===== config.mk =====
export PLATFORM = sky130hd
export DESIGN_NAME = c3zp_fifo
export DESIGN_NICKNAME = d
export VERILOG_FILES = /design/src/hdl/c3zp_pkg.sv /design/src/hdl/c3zp_fifo.sv
export SDC_FILE = /design/constraint.sdc
export NUM_CORES = 1
export LEC_CHECK = 0
export BUFFER_PORTS_ARGS = -buffer_cell sky130_fd_sc_hd__buf_4
export CORE_UTILIZATION = 45
export CTS_BUF_LIST = sky130_fd_sc_hd__clkbuf_16
export DETAILED_ROUTE_END_ITERATION = 12
export PLACE_DENSITY = 0.66
export SLEW_MARGIN = 20
export SYNTH_ARGS = -nofsm -noshare
export SYNTH_HDL_FRONTEND = slang
export SYNTH_SLANG_ARGS = --single-unit

===== constraint.sdc =====
create_clock -name i_clk -period 1.93 [get_ports i_clk]
set_input_delay 0.386 -clock i_clk [delete_from_list [all_inputs] [get_ports i_clk]]
set_output_delay 0.386 -clock i_clk [all_outputs]
set_load 0.05 [all_outputs]

===== src/hdl/c3zp_pkg.sv =====
// ----------------------------------------------------------------------------
// 3x3 zero-padded convolution - shared definitions
// Kernel codes, register indexes, the preset kernel table and the per-beat
// classification carried from the front end to the arithmetic back end.
// ----------------------------------------------------------------------------
package c3zp_pkg;

    localparam int CONV_W      = 12;
    localparam int CFG_W       = 11;
    localparam int MODE_W      = 2;
    localparam int IDX_W       = 1;
    localparam int QUEUE_DEPTH = 4;

    localparam logic [IDX_W-1:0] REG_KERNEL_MODE = 1'b0;
    localparam logic [IDX_W-1:0] REG_IMAGE_SIZE  = 1'b1;

    localparam logic [CFG_W-1:0] IMAGE_SIZE_RST = 11'd8;

    typedef enum logic [MODE_W-1:0] {
        KM_VERT  = 2'd0,
        KM_HORZ  = 2'd1,
        KM_SHARP = 2'd2,
        KM_BLUR  = 2'd3
    } t_kernel_mode;

    typedef logic signed [3:0] t_coef;

    // row-major, window row 0 is the oldest image row
    localparam t_coef KERNEL_TAB [4][9] = '{
        '{-4'sd1,  4'sd0,  4'sd1, -4'sd1,  4'sd0,  4'sd1, -4'sd1,  4'sd0,  4'sd1},
        '{-4'sd1, -4'sd1, -4'sd1,  4'sd0,  4'sd0,  4'sd0,  4'sd1,  4'sd1,  4'sd1},
        '{ 4'sd0, -4'sd1,  4'sd0, -4'sd1,  4'sd5, -4'sd1,  4'sd0, -4'sd1,  4'sd0},
        '{ 4'sd1,  4'sd1,  4'sd1,  4'sd1,  4'sd1,  4'sd1,  4'sd1,  4'sd1,  4'sd1}
    };

    typedef struct packed {
        logic have;
        logic last;
        logic top_ok;
        logic bot_ok;
        logic left_ok;
        logic right_ok;
    } t_cls;

endpackage


===== src/hdl/c3zp_fifo.sv =====
// ----------------------------------------------------------------------------
// 3x3 zero-padded convolution - beat queue
// Small register FIFO between the front end and the arithmetic back end.
// ----------------------------------------------------------------------------
module c3zp_fifo #(
    parameter int W     = 30,
    parameter int DEPTH = 4
) (
    input  logic         i_clk,
    input  logic         i_rst_n,
    input  logic         i_valid,
    output logic         o_ready,
    input  logic [W-1:0] i_data,
    output logic         o_valid,
    input  logic         i_ready,
    output logic [W-1:0] o_data
);
    import c3zp_pkg::*;

    localparam int PTW = $clog2(DEPTH);

    logic [W-1:0]  r_mem [DEPTH];
    logic [PTW-1:0] r_wr, r_rd;
    logic [PTW:0]   r_count;
    logic           push, pop;

    assign o_ready = (r_count != (PTW+1)'(DEPTH));
    assign o_valid = (r_count != '0);
    assign push    = i_valid && o_ready;
    assign pop     = o_valid && i_ready;
    assign o_data  = r_mem[r_rd];

    always_ff @(posedge i_clk) begin
        if (!i_rst_n) begin
            r_wr    <= '0;
            r_rd    <= '0;
            r_count <= '0;
        end else begin
            if (push) begin
                r_wr <= r_wr + PTW'(1);
            end
            if (pop) begin
                r_rd <= r_rd + PTW'(1);
            end
            if (push && !pop) begin
                r_count <= r_count + (PTW+1)'(1);
            end else if (pop && !push) begin
                r_count <= r_count - (PTW+1)'(1);
            end
        end
    end

    always_ff @(posedge i_clk) begin
        if (push) begin
            r_mem[r_wr] <= i_data;
        end
    end

endmodule


==> flow_metrics.env <==
export IMPL_nFillCells=745
export IMPL_fin_ws_ps=-146.2
export IMPL_grt_remaining_overflow=0
export IMPL_drive_gt1_share_pct=51.44
export IMPL_yosysTopAreaCell="edfxtp_1"
export IMPL_drt_pass1_iterations=4
export IMPL_cp_arrival_ps=1690
export IMPL_finalHoldViolCount=0
export IMPL_critical_path_class="reg2out"
export IMPL_path_cells="buf_12, mux4_2, buf_6"
export IMPL_synthCells=204
export IMPL_fin_nets=341
export IMPL_pwr_density_cell_nw_per_um2=1566
export IMPL_place_area_um2=5648
export IMPL_ys_seq_area_share_pct=78.26
export IMPL_synth_area_leaders="edfxtp_1 (75%), mux4_2 (14%), dfxtp_1 (3.7%)"
export IMPL_antenna_left=0
export IMPL_drtIter0Drc=74
export IMPL_synth_top_cells_by_count="edfxtp_1 (120), mux4_2 (30), dfxtp_1 (9)"
export IMPL_viasPerCell=5.073
export IMPL_drc_errors=0
export IMPL_clk_latency_ps=400
export IMPL_status="complete, but fails checks"
export IMPL_htree_num_levels=4
export IMPL_rows=37
export IMPL_rr_startpoint="r_count[1]"
export IMPL_reg2reg_depth=7
export IMPL_area_growth_pct=32.19
export IMPL_diodes=0
export IMPL_path_buf_inv=2
export IMPL_gp_congestion=0.7041
export IMPL_critical_path_required_ps=1540
export IMPL_cts_sinks=129
export IMPL_initial_utilization_pct=46.62
export IMPL_cts_tree="built"
export IMPL_timing_final_max_slew_violations=0
export IMPL_wl_per_cell_um=17.74
export IMPL_io_buffers=65
export IMPL_cp_top_family="multiplexers"
export IMPL_ys_flop_type="edfxtp_1"
export IMPL_core_um2=10370
export IMPL_yosysMostFrequentCell="edfxtp_1"
export IMPL_grt_pass1_wl_um=12830
export IMPL_cap_violations=0
export IMPL_ys_seq_elements=129
export IMPL_clk_pin_slew_worst_paths_ps=60
export IMPL_cts_buffers=17
export IMPL_dp_hpwl_um=4821
export IMPL_grt_start_max_net_pins=24
export IMPL_crit_path_top_delay_cell="mux4_2"
export IMPL_rsz0062_at_grt="yes"
export IMPL_synthesis_nets=244
export IMPL_clockBufferDepth=2
export IMPL_num_vias=2278
export IMPL_netlist_area_um2=4835
export IMPL_grt_pass1_vias=2462
export IMPL_yosys_warnings=0
export IMPL_setup_viol=30
export IMPL_ir_drop_mv=0.8590
export IMPL_failed_checks="setup timing"
export IMPL_hold_ws_ps=184.9
export IMPL_end_kind="output pin"
export IMPL_cp_slowest_stage_delay_ps=540
export IMPL_drt_wl_total_um=7966
export IMPL_layout_min_cycle_time_ps=2076
export IMPL_finish_instance_area_um2=6391
export IMPL_synth_cell_type_count=23
export IMPL_timing_final_crit_share_pct=107.6
export IMPL_root_buffer="clkbuf_16"
export IMPL_tightest_slew_ps=303.6
export IMPL_die_h_um=105.7
export IMPL_clock_skew_final_ps=5.517
export IMPL_yosysTopAreaCellShare_pct=74.53
export IMPL_grtUsageTotal_pct=16.07
export IMPL_total_leakage_power_nw=2.221
export IMPL_fp_dieArea_um2=11160
export IMPL_r2r_end="r_count[2]"
export IMPL_syn_area_per_cell_um2=23.70
export IMPL_utilization_pct=61.63
export IMPL_relSlewSlack_pct=79.73
export IMPL_die_width_um=105.7
export IMPL_worstSetupEndpoint="o_data[7]"
export IMPL_startpoint_type="register"
export IMPL_synth_edff_count=120
export IMPL_path_depth=3
export IMPL_hold_path_class="in2reg"
export IMPL_ioPinCount=66
export IMPL_rrSetupSlack_ps=30
export IMPL_antenna_found_initial=0
export IMPL_async_reset_ff_share_pct=0
export IMPL_crit_path_max_fanout=10
export IMPL_max_freq_mhz=481.7
-- layout by cell type (no fill, tap or decap), types with 4 or more instances in the layout --
cell type / instances
and2_1: 4
edfxtp_1: 120
buf_4: 47
buf_12: 6
nand2_1: 5
buf_6: 30
mux4_2: 30
and2_2: 4
ha_1: 4
clkbuf_16: 17
inv_6: 4
dfxtp_1: 5
-- area by class of cell --
type / count / area [um2] / area share [%]
flip-flops and latches: 129 / 3796 / 59.40
multi-input cells: 65 / 1001 / 15.66
repair buffers: 85 / 853.3 / 13.35
clock buffers: 17 / 425.4 / 6.656
well taps: 136 / 170.2 / 2.662
clock inverters: 14 / 133.9 / 2.095
inverters: 3 / 11.26 / 0.1762
-- report_power, final --
group	internal, mW	switching (mW)	leakage [nW]
Sequential	3.42	0.143	1.18
Clock	1.78	1.16	0.266
Combinational	1.52	1.98	0.779
Total	6.72	3.28	2.22
-- kinds of logic (layout without fill, tap and decap cells) --
group / count (synthesis) / after routing / share of synthesized area [%]
flops: 129 / 129 / 78.26
mux: 33 / 33 / 14.60
simple gates: 17 / 17 / 1.967
buf+inv: 10 / 119 / 1.320
fa+ha+maj: 6 / 6 / 1.708
compound gates: 5 / 5 / 1.423
xor+xnor: 4 / 4 / 0.7248
-- how the worst min path moves through the flow --
stage / slack (ps) / cells after the start / to / start
final: 180 / 1 / r_mem[2][0] / i_data[0]
after global routing: 160 / 1 / r_mem[3][0] / i_data[0]
after CTS: 160 / 1 / r_mem[1][22] / i_data[22]
after detailed placement: 500 / 2 / r_wr[1] / r_wr[1]
after global placement: 490 / 2 / r_wr[1] / r_wr[1]
after floorplan: 470 / 2 / r_wr[1] / r_wr[1]
-- stage by stage --
stage / power, mW / setup slack [ps] / cells / TNS, ps
after floorplan: 5.832 / 13.07 / 204 / 0
after global placement: 6.741 / -10.96 / 415 / -10.96
after detailed placement: 6.764 / -95.61 / 415 / -95.61
after CTS: 10.12 / -191.0 / 448 / -4818
after global routing: 10.43 / -215.1 / 449 / -5652
final: 10.01 / -146.2 / 449 / -3571
-- flip-flops by register name, indices dropped and copies added (netlist names), named ones only --
register  cells
r_wr          2
r_rd          2
r_mem       120
r_count       3
-- layer usage --
layer  GRT usage [%]  up-vias  wire [um]
li1                -     1039          -
met1           18.76     1176       3237
met2           27.50       56       4336
met3           5.071        7        320
met4           6.548        0         72
met5               0        -          0
-- repair_timing --
| item | 4_1_cts | 5_1_grt |
|---|---|---|
| pin swaps | 3 | 2 |
| hold buffers | 0 | 0 |
| resized for setup | 40 | 1 |
| hold endpoints to repair | 0 | 0 |
| setup endpoints to repair | 32 | 31 |
| setup buffers | 1 | 1 |
| gates cloned | 1 | 0 |
Note: power is estimated with default switching activity, not from simulation.
