[config.mk]
export PLATFORM = sky130hd
export DESIGN_NAME = c3zp_back
export DESIGN_NICKNAME = d
export VERILOG_FILES = /design/src/hdl/c3zp_pkg.sv /design/src/hdl/c3zp_back.sv
export SDC_FILE = /design/constraint.sdc
export NUM_CORES = 1
export LEC_CHECK = 0
export BUFFER_PORTS_ARGS = -buffer_cell sky130_fd_sc_hd__buf_2
export CAP_MARGIN = 15
export CORE_MARGIN = 2
export CORE_UTILIZATION = 35
export DETAILED_ROUTE_END_ITERATION = 10
export PLACE_DENSITY = 0.5
export SKIP_CTS_REPAIR_TIMING = 1
export SYNTH_ARGS = -nofsm -noshare
export SYNTH_HDL_FRONTEND = slang
export SYNTH_SLANG_ARGS = --single-unit
[constraint.sdc]
create_clock -name i_clk -period 8.7 [get_ports i_clk]
set_input_delay 1.74 -clock i_clk [delete_from_list [all_inputs] [get_ports i_clk]]
set_output_delay 1.74 -clock i_clk [all_outputs]
set_load 0.005 [all_outputs]
[src/hdl/c3zp_pkg.sv]
// ----------------------------------------------------------------------------
// 3x3 zero-padded convolution - shared definitions
// Kernel codes, register indexes, the preset kernel table and the per-beat
// classification carried from the front end to the arithmetic back end.
// ----------------------------------------------------------------------------
package c3zp_pkg;

    localparam int CONV_W      = 12;
    localparam int CFG_W       = 11;
    localparam int MODE_W      = 2;
    localparam int IDX_W       = 1;
    localparam int QUEUE_DEPTH = 4;

    localparam logic [IDX_W-1:0] REG_KERNEL_MODE = 1'b0;
    localparam logic [IDX_W-1:0] REG_IMAGE_SIZE  = 1'b1;

    localparam logic [CFG_W-1:0] IMAGE_SIZE_RST = 11'd8;

    typedef enum logic [MODE_W-1:0] {
        KM_VERT  = 2'd0,
        KM_HORZ  = 2'd1,
        KM_SHARP = 2'd2,
        KM_BLUR  = 2'd3
    } t_kernel_mode;

    typedef logic signed [3:0] t_coef;

    // row-major, window row 0 is the oldest image row
    localparam t_coef KERNEL_TAB [4][9] = '{
        '{-4'sd1,  4'sd0,  4'sd1, -4'sd1,  4'sd0,  4'sd1, -4'sd1,  4'sd0,  4'sd1},
        '{-4'sd1, -4'sd1, -4'sd1,  4'sd0,  4'sd0,  4'sd0,  4'sd1,  4'sd1,  4'sd1},
        '{ 4'sd0, -4'sd1,  4'sd0, -4'sd1,  4'sd5, -4'sd1,  4'sd0, -4'sd1,  4'sd0},
        '{ 4'sd1,  4'sd1,  4'sd1,  4'sd1,  4'sd1,  4'sd1,  4'sd1,  4'sd1,  4'sd1}
    };

    typedef struct packed {
        logic have;
        logic last;
        logic top_ok;
        logic bot_ok;
        logic left_ok;
        logic right_ok;
    } t_cls;

endpackage

[src/hdl/c3zp_back.sv]
// ----------------------------------------------------------------------------
// 3x3 zero-padded convolution - arithmetic back end
// Holds the 3x3 window, applies the border masks and the selected kernel,
// divides blur sums by nine and drives the result register.
// ----------------------------------------------------------------------------
module c3zp_back #(
    parameter int PIXEL_BITS = 8
) (
    input  logic                                 i_clk,
    input  logic                                 i_rst_n,
    input  c3zp_pkg::t_kernel_mode               i_mode,
    input  logic                                 i_valid,
    output logic                                 o_ready,
    input  logic [PIXEL_BITS-1:0]                i_top,
    input  logic [PIXEL_BITS-1:0]                i_mid,
    input  logic [PIXEL_BITS-1:0]                i_pix,
    input  c3zp_pkg::t_cls                       i_cls,
    output logic                                 o_valid,
    input  logic                                 i_ready,
    output logic signed [c3zp_pkg::CONV_W-1:0]   o_conv_value,
    output logic                                 o_frame_end
);
    import c3zp_pkg::*;

    localparam int P     = PIXEL_BITS;
    localparam int SW    = P + 5;
    localparam int KW    = P + 4;
    localparam int DIV_S = KW + 4;
    localparam int MW    = DIV_S - 2;
    localparam int PW    = KW + MW;
    localparam int QW    = PW - DIV_S;
    localparam int EW    = (SW > CONV_W) ? SW : CONV_W;
    localparam int unsigned DIV_M = ((32'd1 << DIV_S) + 32'd8) / 32'd9;

    logic [P-1:0]         r_win [9];
    t_cls                 r_w_cls;
    logic                 r_w_have;
    logic signed [SW-1:0] r_rs [3];
    logic                 r_s2_have, r_s2_last;
    logic signed [SW-1:0] r_acc;
    logic                 r_s3_have, r_s3_last;
    logic [PW-1:0]        r_prod;
    logic signed [SW-1:0] r_acc4;
    logic                 r_s4_have, r_s4_last;
    logic                 r_out_valid, r_out_last;
    logic [CONV_W-1:0]    r_out_value;

    logic                 en, pop;
    logic signed [SW-1:0] term [9];
    logic signed [SW-1:0] res;
    logic signed [EW-1:0] ext;
    logic [QW-1:0]        quot;

    assign en      = !r_out_valid || i_ready;
    assign pop     = en && i_valid;
    assign o_ready = en;

    always_comb begin
        logic rok, cok;
        for (int r = 0; r < 3; r++) begin
            for (int c = 0; c < 3; c++) begin
                rok = (r == 0) ? r_w_cls.top_ok  : ((r == 2) ? r_w_cls.bot_ok   : 1'b1);
                cok = (c == 0) ? r_w_cls.left_ok : ((c == 2) ? r_w_cls.right_ok : 1'b1);
                if (rok && cok) begin
                    term[r*3+c] = SW'(KERNEL_TAB[i_mode][r*3+c]) *
                                  SW'(signed'({1'b0, r_win[r*3+c]}));
                end else begin
                    term[r*3+c] = '0;
                end
            end
        end
    end

    always_comb begin
        quot = r_prod[PW-1:DIV_S];
        if (i_mode == KM_BLUR) begin
            res = SW'(signed'({1'b0, quot}));
        end else begin
            res = r_acc4;
        end
        ext = EW'(res);
    end

    always_ff @(posedge i_clk) begin
        if (!i_rst_n) begin
            r_w_have    <= 1'b0;
            r_s2_have   <= 1'b0;
            r_s3_have   <= 1'b0;
            r_s4_have   <= 1'b0;
            r_out_valid <= 1'b0;
        end else if (en) begin
            r_w_have    <= pop && i_cls.have;
            r_s2_have   <= r_w_have;
            r_s3_have   <= r_s2_have;
            r_s4_have   <= r_s3_have;
            r_out_valid <= r_s4_have;
        end
    end

    always_ff @(posedge i_clk) begin
        if (pop) begin
            for (int r = 0; r < 3; r++) begin
                r_win[r*3]   <= r_win[r*3+1];
                r_win[r*3+1] <= r_win[r*3+2];
            end
            r_win[2] <= i_top;
            r_win[5] <= i_mid;
            r_win[8] <= i_pix;
            r_w_cls  <= i_cls;
        end
        if (en) begin
            for (int r = 0; r < 3; r++) begin
                r_rs[r] <= term[r*3] + term[r*3+1] + term[r*3+2];
            end
            r_s2_last <= r_w_cls.last;
            r_acc     <= r_rs[0] + r_rs[1] + r_rs[2];
            r_s3_last <= r_s2_last;
            // divide by nine as multiply by reciprocal
            r_prod    <= PW'(r_acc[KW-1:0]) * PW'(DIV_M);
            r_acc4    <= r_acc;
            r_s4_last <= r_s3_last;
            if (r_s4_have) begin
                r_out_value <= ext[CONV_W-1:0];
                r_out_last  <= r_s4_last;
            end
        end
    end

    assign o_valid      = r_out_valid;
    assign o_conv_value = signed'(r_out_value);
    assign o_frame_end  = r_out_last;

endmodule

==> results.sh <==
export IMPL_outcome="finished clean"
export IMPL_endpoint_kind="register"
export IMPL_slowest_delay_ns=0.53
export IMPL_setup_slack_ns=0.774
export IMPL_grt_max_degree=73
export IMPL_grtUsageMet3=0.0254
export IMPL_regArea_um2=4960
export IMPL_port_buffers=50
export IMPL_synth_ff_type="edfxtp_1"
export IMPL_pre_cts_ws_ns=0.264
export IMPL_clk_pin_slew_worst_paths_ns=0.06
export IMPL_num_rows=81
export IMPL_crit_fanout=36
export IMPL_multi_input_area_um2=11300
export IMPL_synth_distinct_cells=59
export IMPL_layout_common_cells="ha_1 (293), inv_1 (253), fa_1 (170)"
export IMPL_synth_edf_count=162
export IMPL_postSynthCellCount=1601
export IMPL_r2r_cells=25
export IMPL_dr_pass1_iters=7
export IMPL_cp_arrival_ns=8.15
export IMPL_crit_buf_inv=8
export IMPL_dieArea_um2=51400
export IMPL_setup_viol=0
export IMPL_grt_pass1_wl_um=58000
export IMPL_min_delay_path_class="reg2reg"
export IMPL_die_h_um=227
export IMPL_ys_seq_area_frac=0.286
export IMPL_drtIter0Drc=479
export IMPL_fin_cells=2340
export IMPL_startpoint_type="input pin"
export IMPL_die_w_um=227
export IMPL_core_um2=49000
export IMPL_maxCapViolations=0
export IMPL_r2r_end="r_rs[0][24]"
export IMPL_antenna_found_initial=0
export IMPL_min_path_cells=0
export IMPL_finalMaxSlewViolations=0
export IMPL_nNetsFinal=2162
export IMPL_postRouteAntennaNets=0
export IMPL_hold_path_startpoint="r_s4_last"
export IMPL_grt_use_met1=0.190
export IMPL_syn_area_um2=17400
export IMPL_rr_startpoint="r_win[0][40]"
export IMPL_fin_tns_setup_ns=0
export IMPL_crit_family="adder cells"
export IMPL_ys_ff_latch=167
export IMPL_avgRoutedWirePerCell_um=14.9
export IMPL_via_per_inst=4.56
export IMPL_grtUsageTotal=0.148
export IMPL_cts_sinks=167
export IMPL_async_reset_ff_frac=0
export IMPL_clockRootBuffer="clkbuf_16"
export IMPL_gr_total_overflow=0
export IMPL_met2_usage=0.255
export IMPL_synthesis_area_per_instance_um2=10.8
export IMPL_yosysWarningCount=0
export IMPL_cts_buffer_depth=2
export IMPL_rsz0062_at_grt="no"
export IMPL_io_pins=51
export IMPL_slew_headroom=0.406
export IMPL_worstHoldEndpoint="o_frame_end"
export IMPL_cts_htree_levels=4
export IMPL_cp_slowest_cell="fa_1"
export IMPL_cts_inserted_buffers=17
export IMPL_routabilityCongestion=0.838
export IMPL_final_period_utilization=0.911
export IMPL_fillCellCount=4872
export IMPL_cts_tree="done"
export IMPL_final_common_cell="ha_1"
export IMPL_worstMarginPinSlew_ns=0.892
export IMPL_hpwl_um=29400
export IMPL_path_class="in2reg"
export IMPL_worstSetupStartpoint="i_mode[0]"
export IMPL_diodes=0
export IMPL_synth_nets=2100
export IMPL_clk_latency_ns=0.48
export IMPL_hold_viol_final=0
export IMPL_grt_pass1_vias=11210
export IMPL_place_inst=2308
export IMPL_start_util=0.354
export IMPL_max_freq_mhz=126
export IMPL_fin_crit_ns=7.93
export IMPL_grt_busiest_layer="met2"
export IMPL_drive_above_1_share=0.0734
export IMPL_num_vias=10671
export IMPL_critPathRequiredTime_ns=8.92
export IMPL_r2r_slack_ns=2.28
export IMPL_drcViolationCount=0
export IMPL_wl_um=34900
export IMPL_area_growth_pct=9.58
export IMPL_fin_skew_ns=0.0108
export IMPL_utilization=0.388
## Yosys cell counts, types with 3 or more instances
cell	n	area [µm²]
xnor2_1	72	631
o21bai_1	10	75.1
o41ai_2	3	48.8
inv_1	254	953
or3_1	5	31.3
mux2_2	9	101
edfxtp_1	162	4860
a21oi_1	57	285
or2_2	5	31.3
o311ai_0	4	35.0
nor2b_1	83	519
o21ai_0	35	175
ha_1	293	3670
nand2b_1	40	250
a21o_1	21	158
nand3b_1	4	30.0
fa_1	170	3400
o211ai_1	4	30.0
nand3_1	8	40.0
nor2_1	54	203
a31oi_1	4	25.0
clkbuf_1	18	67.6
nand2_1	120	450
o41ai_1	3	26.3
a21boi_0	5	37.5
nand4_1	6	37.5
nor3_1	14	70.1
nor3b_1	4	30.0
dfxtp_1	5	100
and2_1	53	332
xor2_1	31	272
and3_1	5	31.3
o21a_1	3	22.5
## cell families (layout without fill, tap and decap cells)
| group | Yosys count | after routing | synth area share |
|---|---|---|---|
| adder cells (fa/ha/maj) | 463 | 463 | 0.407 |
| AND/OR/NAND/NOR | 413 | 413 | 0.124 |
| buffers and inverters | 277 | 352 | 0.0601 |
| flip-flops | 167 | 167 | 0.286 |
| AO/OA/AOI/OAI | 166 | 166 | 0.0611 |
| XOR/XNOR | 105 | 105 | 0.0546 |
| multiplexers | 10 | 10 | 0.00642 |
## state kept, by name, summed over array words and instances, names as in the netlist
| signal | flops |
|---|---|
| r_acc | 12 |
| r_w_have | 1 |
| r_s3_last | 1 |
| r_win | 72 |
| r_s4_last | 1 |
| r_s4_have | 1 |
| o_conv_value | 12 |
| r_s2_last | 1 |
| r_rs | 36 |
| r_prod | 9 |
| r_acc4 | 12 |
| o_valid | 1 |
| r_s2_have | 1 |
| o_frame_end | 1 |
| r_w_cls | 5 |
| r_s3_have | 1 |
## metrics by stage
stage | instance area, µm² | hold WS, ns
after detailed placement | 18500 | 0.410
after global routing | 19000 | 0.434
after CTS | 19000 | 0.422
after global placement | 18500 | 0.407
after floorplan | 17400 | 0.400
final | 19000 | 0.418
## cell type report
class / instances / share of cell area
clock buffers: 19 / 0.0239
clock inverters: 13 / 0.00500
inverters: 255 / 0.0504
multi-input cells: 1157 / 0.597
flip-flops and latches: 167 / 0.261
well taps: 664 / 0.0437
repair buffers: 65 / 0.0191
## worst max-delay path by stage
stage	cells after the start	to
floorplan	32	r_rs[0][24]
global placement	30	r_rs[0][24]
detailed placement	30	r_rs[0][24]
CTS	30	r_rs[0][24]
global route	30	r_rs[0][24]
finish	30	r_rs[0][24]
## layer usage
metal | part of all wire | up-vias
met2 | 0.48 | 102
met5 | 0 | -
met1 | 0.48 | 5112
li1 | - | 5430
met3 | 0.021 | 27
met4 | 0.015 | 0
Power is not shown: default switching activity piles up to over one toggle a cycle in this logic, so the estimate is an artifact.
